==> src/sv/fpa_pkg.sv <==
// Package with the shared types, constants and codes of the identifier allocator.
package fpa_pkg;

  // Sizes of the identifier space and the stored handles.
  localparam int NUM_IDS     = 64;
  localparam int HANDLE_BITS = 32;
  localparam int ID_W        = 6;
  localparam int IDX_W       = $clog2(NUM_IDS);
  localparam int CNT_W       = $clog2(NUM_IDS + 1);
  localparam int FUNC_W      = 2;
  localparam int STATUS_W    = 2;

  localparam logic [IDX_W-1:0] LAST_SLOT = IDX_W'(NUM_IDS - 1);
  localparam logic [CNT_W-1:0] FULL_CNT  = CNT_W'(NUM_IDS);

  // Operation codes carried by an input item.
  localparam logic [FUNC_W-1:0] FUNC_ALLOC   = 2'd0;
  localparam logic [FUNC_W-1:0] FUNC_LOOKUP  = 2'd1;
  localparam logic [FUNC_W-1:0] FUNC_RELEASE = 2'd2;

  // Status codes returned with each result item.
  localparam logic [STATUS_W-1:0] STATUS_OK      = 2'd0;
  localparam logic [STATUS_W-1:0] STATUS_NO_FREE = 2'd1;
  localparam logic [STATUS_W-1:0] STATUS_FULL    = 2'd2;

  // Control states of the item sequencer.
  typedef enum logic {
    ST_IDLE,
    ST_EXEC
  } state_t;

  // Command from the sequencer to the free list.
  typedef struct packed {
    logic             rd;
    logic             pop;
    logic             push;
    logic [IDX_W-1:0] push_id;
  } fl_cmd_t;

  // Status from the free list to the sequencer.
  typedef struct packed {
    logic             empty;
    logic             full;
    logic [IDX_W-1:0] pop_id;
  } fl_stat_t;

endpackage

==> src/sv/fpa_ram.sv <==
// Generic single-port-write, single-port-read RAM with a registered read.
module fpa_ram #(
  parameter int WIDTH = 8,
  parameter int DEPTH = 64,
  localparam int AW   = $clog2(DEPTH)
) (
  input  logic             clk,
  input  logic             we,
  input  logic [AW-1:0]    waddr,
  input  logic [WIDTH-1:0] wdata,
  input  logic             re,
  input  logic [AW-1:0]    raddr,
  output logic [WIDTH-1:0] rdata
);

  logic [WIDTH-1:0] mem_r [DEPTH];
  logic [WIDTH-1:0] rdata_r;

  // Write port.
  always_ff @(posedge clk) begin
    if (we) begin
      mem_r[waddr] <= wdata;
    end
  end

  // Read port; the data holds while no read is issued.
  always_ff @(posedge clk) begin
    if (re) begin
      rdata_r <= mem_r[raddr];
    end
  end

  assign rdata = rdata_r;

endmodule

==> src/sv/fpa_free_list.sv <==
// Circular free list of identifiers kept in a RAM with head, tail and count.
module fpa_free_list
  import fpa_pkg::*;
(
  input  logic     clk,
  input  logic     rst_n,
  input  fl_cmd_t  cmd,
  output fl_stat_t stat
);

  logic [IDX_W-1:0] head_r, head_nxt;
  logic [IDX_W-1:0] tail_r, tail_nxt;
  logic [CNT_W-1:0] count_r, count_nxt;
  logic [IDX_W-1:0] rd_slot_r;
  logic             rd_valid_r;
  logic [NUM_IDS-1:0] slot_valid_r;
  logic [IDX_W-1:0] ram_rdata;

  // Storage for the queued identifiers.
  fpa_ram #(
    .WIDTH(IDX_W),
    .DEPTH(NUM_IDS)
  ) u_ram (
    .clk  (clk),
    .we   (cmd.push),
    .waddr(tail_r),
    .wdata(cmd.push_id),
    .re   (cmd.rd),
    .raddr(head_r),
    .rdata(ram_rdata)
  );

  // Pointer and count updates; an item either pops or pushes, never both.
  always_comb begin
    head_nxt  = head_r;
    tail_nxt  = tail_r;
    count_nxt = count_r;
    if (cmd.pop) begin
      head_nxt  = (head_r == LAST_SLOT) ? '0 : head_r + 1'b1;
      count_nxt = count_r - 1'b1;
    end else if (cmd.push) begin
      tail_nxt  = (tail_r == LAST_SLOT) ? '0 : tail_r + 1'b1;
      count_nxt = count_r + 1'b1;
    end
  end

  always_ff @(posedge clk) begin
    if (!rst_n) begin
      head_r  <= '0;
      tail_r  <= '0;
      count_r <= FULL_CNT;
    end else begin
      head_r  <= head_nxt;
      tail_r  <= tail_nxt;
      count_r <= count_nxt;
    end
  end

  // Slots never written read as their own index, the reset contents.
  always_ff @(posedge clk) begin
    if (!rst_n) begin
      slot_valid_r <= '0;
    end else if (cmd.push) begin
      slot_valid_r[tail_r] <= 1'b1;
    end
  end

  // Remember which slot was read and whether it held written data.
  always_ff @(posedge clk) begin
    if (cmd.rd) begin
      rd_slot_r  <= head_r;
      rd_valid_r <= slot_valid_r[head_r];
    end
  end

  assign stat.empty  = (count_r == '0);
  assign stat.full   = (count_r == FULL_CNT);
  assign stat.pop_id = rd_valid_r ? ram_rdata : rd_slot_r;

endmodule

==> src/sv/pid_free_list_allocator_unit.sv <==
// Top level of the identifier allocator: sequencer, handle table and free list.
//
// Input channel (in_valid/in_ready) carries one operation per item:
// allocate, lookup or release, with an identifier and a handle.
// Result channel (out_valid/out_ready) returns exactly one item per input
// item, in order: the granted or echoed identifier, the handle found on
// lookup and a status code.
// For each item, the accept cycle issues the reads of the
// free-list RAM and the handle-table RAM, and the execute state then uses the read
// data, writes both RAMs back and loads the output register. The registered
// RAM read sets this split; a new item is taken only once the sequencer is
// back in idle, so one item is finished before the next is accepted.
// The output register holds one finished result, so the next item is
// accepted while that result waits. If the receiver stalls, the item in
// progress waits in the execute state until the output register frees.
// A synchronous reset makes every identifier free in ascending order and
// clears all handles; both take effect at once through per-entry valid bits,
// so the block accepts items as soon as reset is released.
module pid_free_list_allocator_unit
  import fpa_pkg::*;
(
  input  logic                   clk,
  input  logic                   rst_n,
  input  logic                   in_valid,
  output logic                   in_ready,
  input  logic [FUNC_W-1:0]      in_func,
  input  logic [ID_W-1:0]        in_id_in,
  input  logic [HANDLE_BITS-1:0] in_handle_in,
  output logic                   out_valid,
  input  logic                   out_ready,
  output logic [ID_W-1:0]        out_id_out,
  output logic [HANDLE_BITS-1:0] out_handle_out,
  output logic [STATUS_W-1:0]    out_status
);

  state_t state_r, state_nxt;
  logic   accept;
  logic   out_free;
  logic   exec_go;

  logic [FUNC_W-1:0]      func_r;
  logic [ID_W-1:0]        id_r;
  logic [HANDLE_BITS-1:0] handle_r;
  logic                   tbl_hit_r;
  logic [NUM_IDS-1:0]     tbl_valid_r;

  logic                   tbl_we;
  logic [IDX_W-1:0]       tbl_waddr;
  logic [HANDLE_BITS-1:0] tbl_wdata;
  logic [HANDLE_BITS-1:0] tbl_rdata;
  logic                   in_range;

  logic [ID_W-1:0]        res_id;
  logic [HANDLE_BITS-1:0] res_handle;
  logic [STATUS_W-1:0]    res_status;

  logic                   out_valid_r;
  logic [ID_W-1:0]        out_id_r;
  logic [HANDLE_BITS-1:0] out_handle_r;
  logic [STATUS_W-1:0]    out_status_r;

  fl_cmd_t  fl_cmd;
  fl_stat_t fl_stat;

  assign accept   = in_valid && in_ready;
  assign out_free = !out_valid_r || out_ready;

  // Next state of the sequencer.
  always_comb begin
    state_nxt = state_r;
    case (state_r)
      ST_IDLE: begin
        if (in_valid) state_nxt = ST_EXEC;
      end
      ST_EXEC: begin
        if (out_free) state_nxt = ST_IDLE;
      end
      default: state_nxt = ST_IDLE;
    endcase
  end

  // Sequencer outputs.
  always_comb begin
    in_ready = 1'b0;
    exec_go  = 1'b0;
    case (state_r)
      ST_IDLE: in_ready = 1'b1;
      ST_EXEC: exec_go  = out_free;
      default: begin
        in_ready = 1'b0;
        exec_go  = 1'b0;
      end
    endcase
  end

  always_ff @(posedge clk) begin
    if (!rst_n) begin
      state_r <= ST_IDLE;
    end else begin
      state_r <= state_nxt;
    end
  end

  // Capture the item and whether its table entry holds written data.
  always_ff @(posedge clk) begin
    if (accept) begin
      func_r    <= in_func;
      id_r      <= in_id_in;
      handle_r  <= in_handle_in;
      tbl_hit_r <= tbl_valid_r[IDX_W'(in_id_in)];
    end
  end

  // Handle table storage.
  fpa_ram #(
    .WIDTH(HANDLE_BITS),
    .DEPTH(NUM_IDS)
  ) u_handle_ram (
    .clk  (clk),
    .we   (tbl_we),
    .waddr(tbl_waddr),
    .wdata(tbl_wdata),
    .re   (accept),
    .raddr(IDX_W'(in_id_in)),
    .rdata(tbl_rdata)
  );

  // Entries never written read as zero, meaning no handle.
  always_ff @(posedge clk) begin
    if (!rst_n) begin
      tbl_valid_r <= '0;
    end else if (tbl_we) begin
      tbl_valid_r[tbl_waddr] <= 1'b1;
    end
  end

  // Free list of identifiers.
  fpa_free_list u_free_list (
    .clk  (clk),
    .rst_n(rst_n),
    .cmd  (fl_cmd),
    .stat (fl_stat)
  );

  assign in_range = (32'(id_r) < 32'(NUM_IDS));

  // Operation: result fields and the write-back to both memories.
  always_comb begin
    res_id         = id_r;
    res_handle     = '0;
    res_status     = STATUS_OK;
    tbl_we         = 1'b0;
    tbl_waddr      = IDX_W'(id_r);
    tbl_wdata      = '0;
    fl_cmd.rd      = accept;
    fl_cmd.pop     = 1'b0;
    fl_cmd.push    = 1'b0;
    fl_cmd.push_id = IDX_W'(id_r);
    case (func_r)
      FUNC_ALLOC: begin
        if (fl_stat.empty) begin
          res_status = STATUS_NO_FREE;
        end else begin
          res_id     = ID_W'(fl_stat.pop_id);
          fl_cmd.pop = exec_go;
          tbl_we     = exec_go;
          tbl_waddr  = fl_stat.pop_id;
          tbl_wdata  = handle_r;
        end
      end
      FUNC_LOOKUP: begin
        if (in_range && tbl_hit_r) res_handle = tbl_rdata;
      end
      FUNC_RELEASE: begin
        if (in_range) begin
          tbl_we = exec_go;
          if (fl_stat.full) begin
            res_status = STATUS_FULL;
          end else begin
            fl_cmd.push = exec_go;
          end
        end
      end
      default: res_status = STATUS_OK;
    endcase
  end

  // Output register; it takes a new result when empty or being emptied.
  always_ff @(posedge clk) begin
    if (!rst_n) begin
      out_valid_r <= 1'b0;
    end else if (exec_go) begin
      out_valid_r <= 1'b1;
    end else if (out_ready) begin
      out_valid_r <= 1'b0;
    end
  end

  always_ff @(posedge clk) begin
    if (exec_go) begin
      out_id_r     <= res_id;
      out_handle_r <= res_handle;
      out_status_r <= res_status;
    end
  end

  assign out_valid      = out_valid_r;
  assign out_id_out     = out_id_r;
  assign out_handle_out = out_handle_r;
  assign out_status     = out_status_r;

endmodule

==> config.mk <==
export PLATFORM = sky130hd
export DESIGN_NAME = pid_free_list_allocator_unit
export DESIGN_NICKNAME = d
export VERILOG_FILES = /design/src/sv/fpa_pkg.sv /design/src/sv/fpa_ram.sv /design/src/sv/fpa_free_list.sv /design/src/sv/pid_free_list_allocator_unit.sv
export SDC_FILE = /design/constraint.sdc
export NUM_CORES = 2
export LEC_CHECK = 0
export BUFFER_PORTS_ARGS = -buffer_cell sky130_fd_sc_hd__buf_2
export CAP_MARGIN = 20
export CORE_MARGIN = 4
export CORE_UTILIZATION = 35
export DETAILED_ROUTE_END_ITERATION = 8
export SYNTH_ARGS = -nofsm -noshare
export SYNTH_HDL_FRONTEND = slang
export SYNTH_SLANG_ARGS = --single-unit
==> constraint.sdc <==
create_clock -name clk -period 5.7 [get_ports clk]
set_input_delay 0.57 -clock clk [delete_from_list [all_inputs] [get_ports clk]]
set_output_delay 0.57 -clock clk [all_outputs]
set_load 0.01 [all_outputs]
==> impl_metrics.tcl <==
set metrics [dict create \
    vias_per_cell 5.55 \
    max_freq_mhz 231 \
    start_util_pct 35.2 \
    fp.dieH_um 552 \
    layout-drive-gt1-share_pct 26.9 \
    port_buffers 85 \
    synthTopCellsByArea "edfxtp_1 74%, mux4_2 13%, dfxtp_1 2.9%" \
    synth.avg_cell_area_um2 21.1 \
    grt_first_pass_wirelength_um 398000 \
    synth_cells 4916 \
    dieWidth_um 552 \
    floorplan.die_area_um2 305000 \
    core.rowCount 199 \
    final.min_clock_period_ps 4330 \
    slew_viol_final 0 \
    totalWireLength_um 282000 \
    power_leakage_nw 36.8 \
    worstPathRequired_ps 6230 \
    max_slew_margin_pct 22.3 \
    grtUsageTotal_pct 18.1 \
    fin_area_um2 119000 \
    synth-async-reset-ratio_pct 0 \
    syn-cell-area_um2 104000 \
    yosys.area.top_type_share_pct 74.1 \
    post-route-period-util_pct 76.0 \
    place_area_um2 110000 \
    cts_tree "done" \
    area_delta_synth_final_pct 15.3 \
    ys_top_cells_by_count "2558 x edfxtp_1, 609 x mux4_2, 182 x nor2_1" \
    path_clk_slew_ps 60 \
    worstPathArrival_ps 4860 \
    tightest_slew_ps 1170 \
    skew_ps 57.2 \
    ir_drop_uv 236 \
    coreArea_um2 294000 \
    grt_pass1_vias 51421 \
    dp_hpwl_um 175000 \
    place.gp.congestion 0.843 \
    rsz0062_at_grt "false" \
    start_kind "flop" \
    cts_resized 0 \
    vias 51979 \
    path_max_fanout 23 \
    crit_path_end_kind "flop" \
    path_class "reg2reg" \
    yosysMostFrequentCell "edfxtp_1" \
    htree_levels 5 \
    setup-violations-final 0 \
    cts_root_buffer "clkbuf_16" \
    grt_max_degree 84 \
    cts_buffers 283 \
    yosysUniqueCellTypes 67 \
    grt.overflow.total 0 \
    drt-pass1-iter-count 6 \
    cap_violations 0 \
    yosysWarnings 0 \
    cts_sinks 2707 \
    outcome "finished clean" \
    num_io_pins 86 \
    clk_path_buf_depth 4 \
    nNetsFinal 5267 \
    synth_nets 4968 \
    final_antenna_net_count 0 \
    ys_dominant_reg_cell "edfxtp_1" \
    drt_iter0_drc 6895 \
    ys_ff_latch 2707 \
    hold_viol 0 \
    clk_latency_ps 860 \
    wl_per_cell_um 30.1 \
    setup-tns-final_ps 0 \
    synth_seq_area_share_pct 77.0 \
    power_density_nw_per_um2 353 \
    synth-edff-count 2558 \
    yosys.area.top_type "edfxtp_1" \
    grt_antenna_before_repair 18 \
    hold_class "in2reg" \
    drc 0 \
]
## cells in the final DEF, fill, tap and decap left out, types with 10 or more instances in the layout
cell type and instances:
edfxtp_1 2558, mux4_2 609, clkbuf_16 290, buf_4 155
dfxtp_1 146, mux2i_1 135, nand2_1 118, nor2_1 116
a21oi_1 96, buf_2 80, o21ai_0 72, nor2_4 66
o21a_1 66, a221oi_1 55, clkbuf_1 48, o22ai_1 47
clkinv_2 46, a211oi_1 45, clkinv_1 44, o221ai_1 37
mux2_2 37, a22o_1 37, and2_1 36, dlygate4sd3_1 34
a22oi_1 33, and2_4 31, o21ai_1 31, nand3_1 28
nor2b_1 27, nand2b_1 24, buf_12 24, bufinv_16 23
inv_6 16, nor3_1 15, clkinvlp_4 13, nor3b_1 12
nand4_1 10
## where the power goes
part,switching [mW],internal [mW]
logic,1.38,0.624
clock network,7.67,10.6
registers,0.0900,21.8
## registers in the layout, summed over array words and instances, names as in the netlist, 2 cells and up
register and flops:
u_handle_ram.rdata 32, u_free_list.tail_r 6, func_r 2, tbl_valid_r 64
u_free_list.head_r 6, u_free_list.u_ram.mem_r 384, out_id_out 6, out_status 2
u_handle_ram.mem_r 2048, out_handle_out 32, u_free_list.rd_slot_r 6, u_free_list.u_ram.rdata 6
u_free_list.count_r 7, id_r 6, handle_r 32, u_free_list.slot_valid_r 64
## critical path, stage by stage (launching register included)
cell     delay [ps]
dfxtp_1         360
or4_4           570
o41a_4          480
mux2i_4         320
inv_1           410
nand4_4         650
nor2_4          890
buf_4           330
## what timing repair did
item	4_1_cts	5_1_grt
setup buffers	0	0
hold buffers	34	0
endpoints found under the hold margin	34	0
## routing by layer
| layer | GRT usage (%) | routed length [um] | vias up | share of wire [%] |
|---|---|---|---|---|
| met5 | 0 | 36 | - | 0.013 |
| met4 | 5.35 | 8840 | 6 | 3.1 |
| met3 | 3.66 | 24500 | 427 | 8.7 |
| met2 | 28.5 | 133000 | 2482 | 47 |
| met1 | 25.4 | 115000 | 27897 | 41 |
| li1 | - | - | 21167 | - |
## worst paths after layout
kind                                            start                                 end  slack [ps]  depth (start not counted)
setup reg to reg  u_free_list.count_r[3]$_SDFFE_PN0P_  u_handle_ram.mem_r[4][5]$_DFFE_PP_        1370                          7
hold reg to reg          tbl_valid_r[51]$_SDFFE_PN0P_        tbl_valid_r[51]$_SDFFE_PN0P_         450                          2
setup / recovery  u_free_list.count_r[3]$_SDFFE_PN0P_  u_handle_ram.mem_r[4][5]$_DFFE_PP_        1370                          7
hold / removal                               in_valid                  state_r$_SDFF_PN0_         110                          3
## per-stage QoR
step           hold WS, ps  util, %  power [mW]  std cells  setup slack, ps
2_1_floorplan          406        -        23.4       4916              834
3_3_place_gp           430     37.3        24.3       8806             1400
3_5_place_dp           441     37.3        24.4       8809             1380
4_1_cts               54.4     40.5        42.5       9349             1380
5_1_grt                166     40.6        43.4       9356             1230
6_report               110     40.6        42.2       9364             1370
## cell type report
class | count | area, um^2
flip-flops and latches | 2707 | 79800
diodes | 9 | 22.5
fillers | 25626 | 175000
multi-input cells | 1913 | 23100
well taps | 3919 | 4900
inverters | 12 | 45.0
clock buffers | 351 | 7590
clock inverters | 155 | 1510
repair buffers | 298 | 2470
## kinds of logic (layout without fill, tap and decap cells)
group	after synthesis	in the layout	synth area share, %
DFF	2707	2707	77.0
muxes	785	785	15.0
AOI/OAI and AO/OA	574	574	3.87
and+or+nand+nor	536	536	2.63
buffers and inverters	296	816	1.27
xor gates and xnor gates	10	10	0.0845
adders and majority gates	8	8	0.104
other	0	9	0
(Power assumes the default switching activity.)
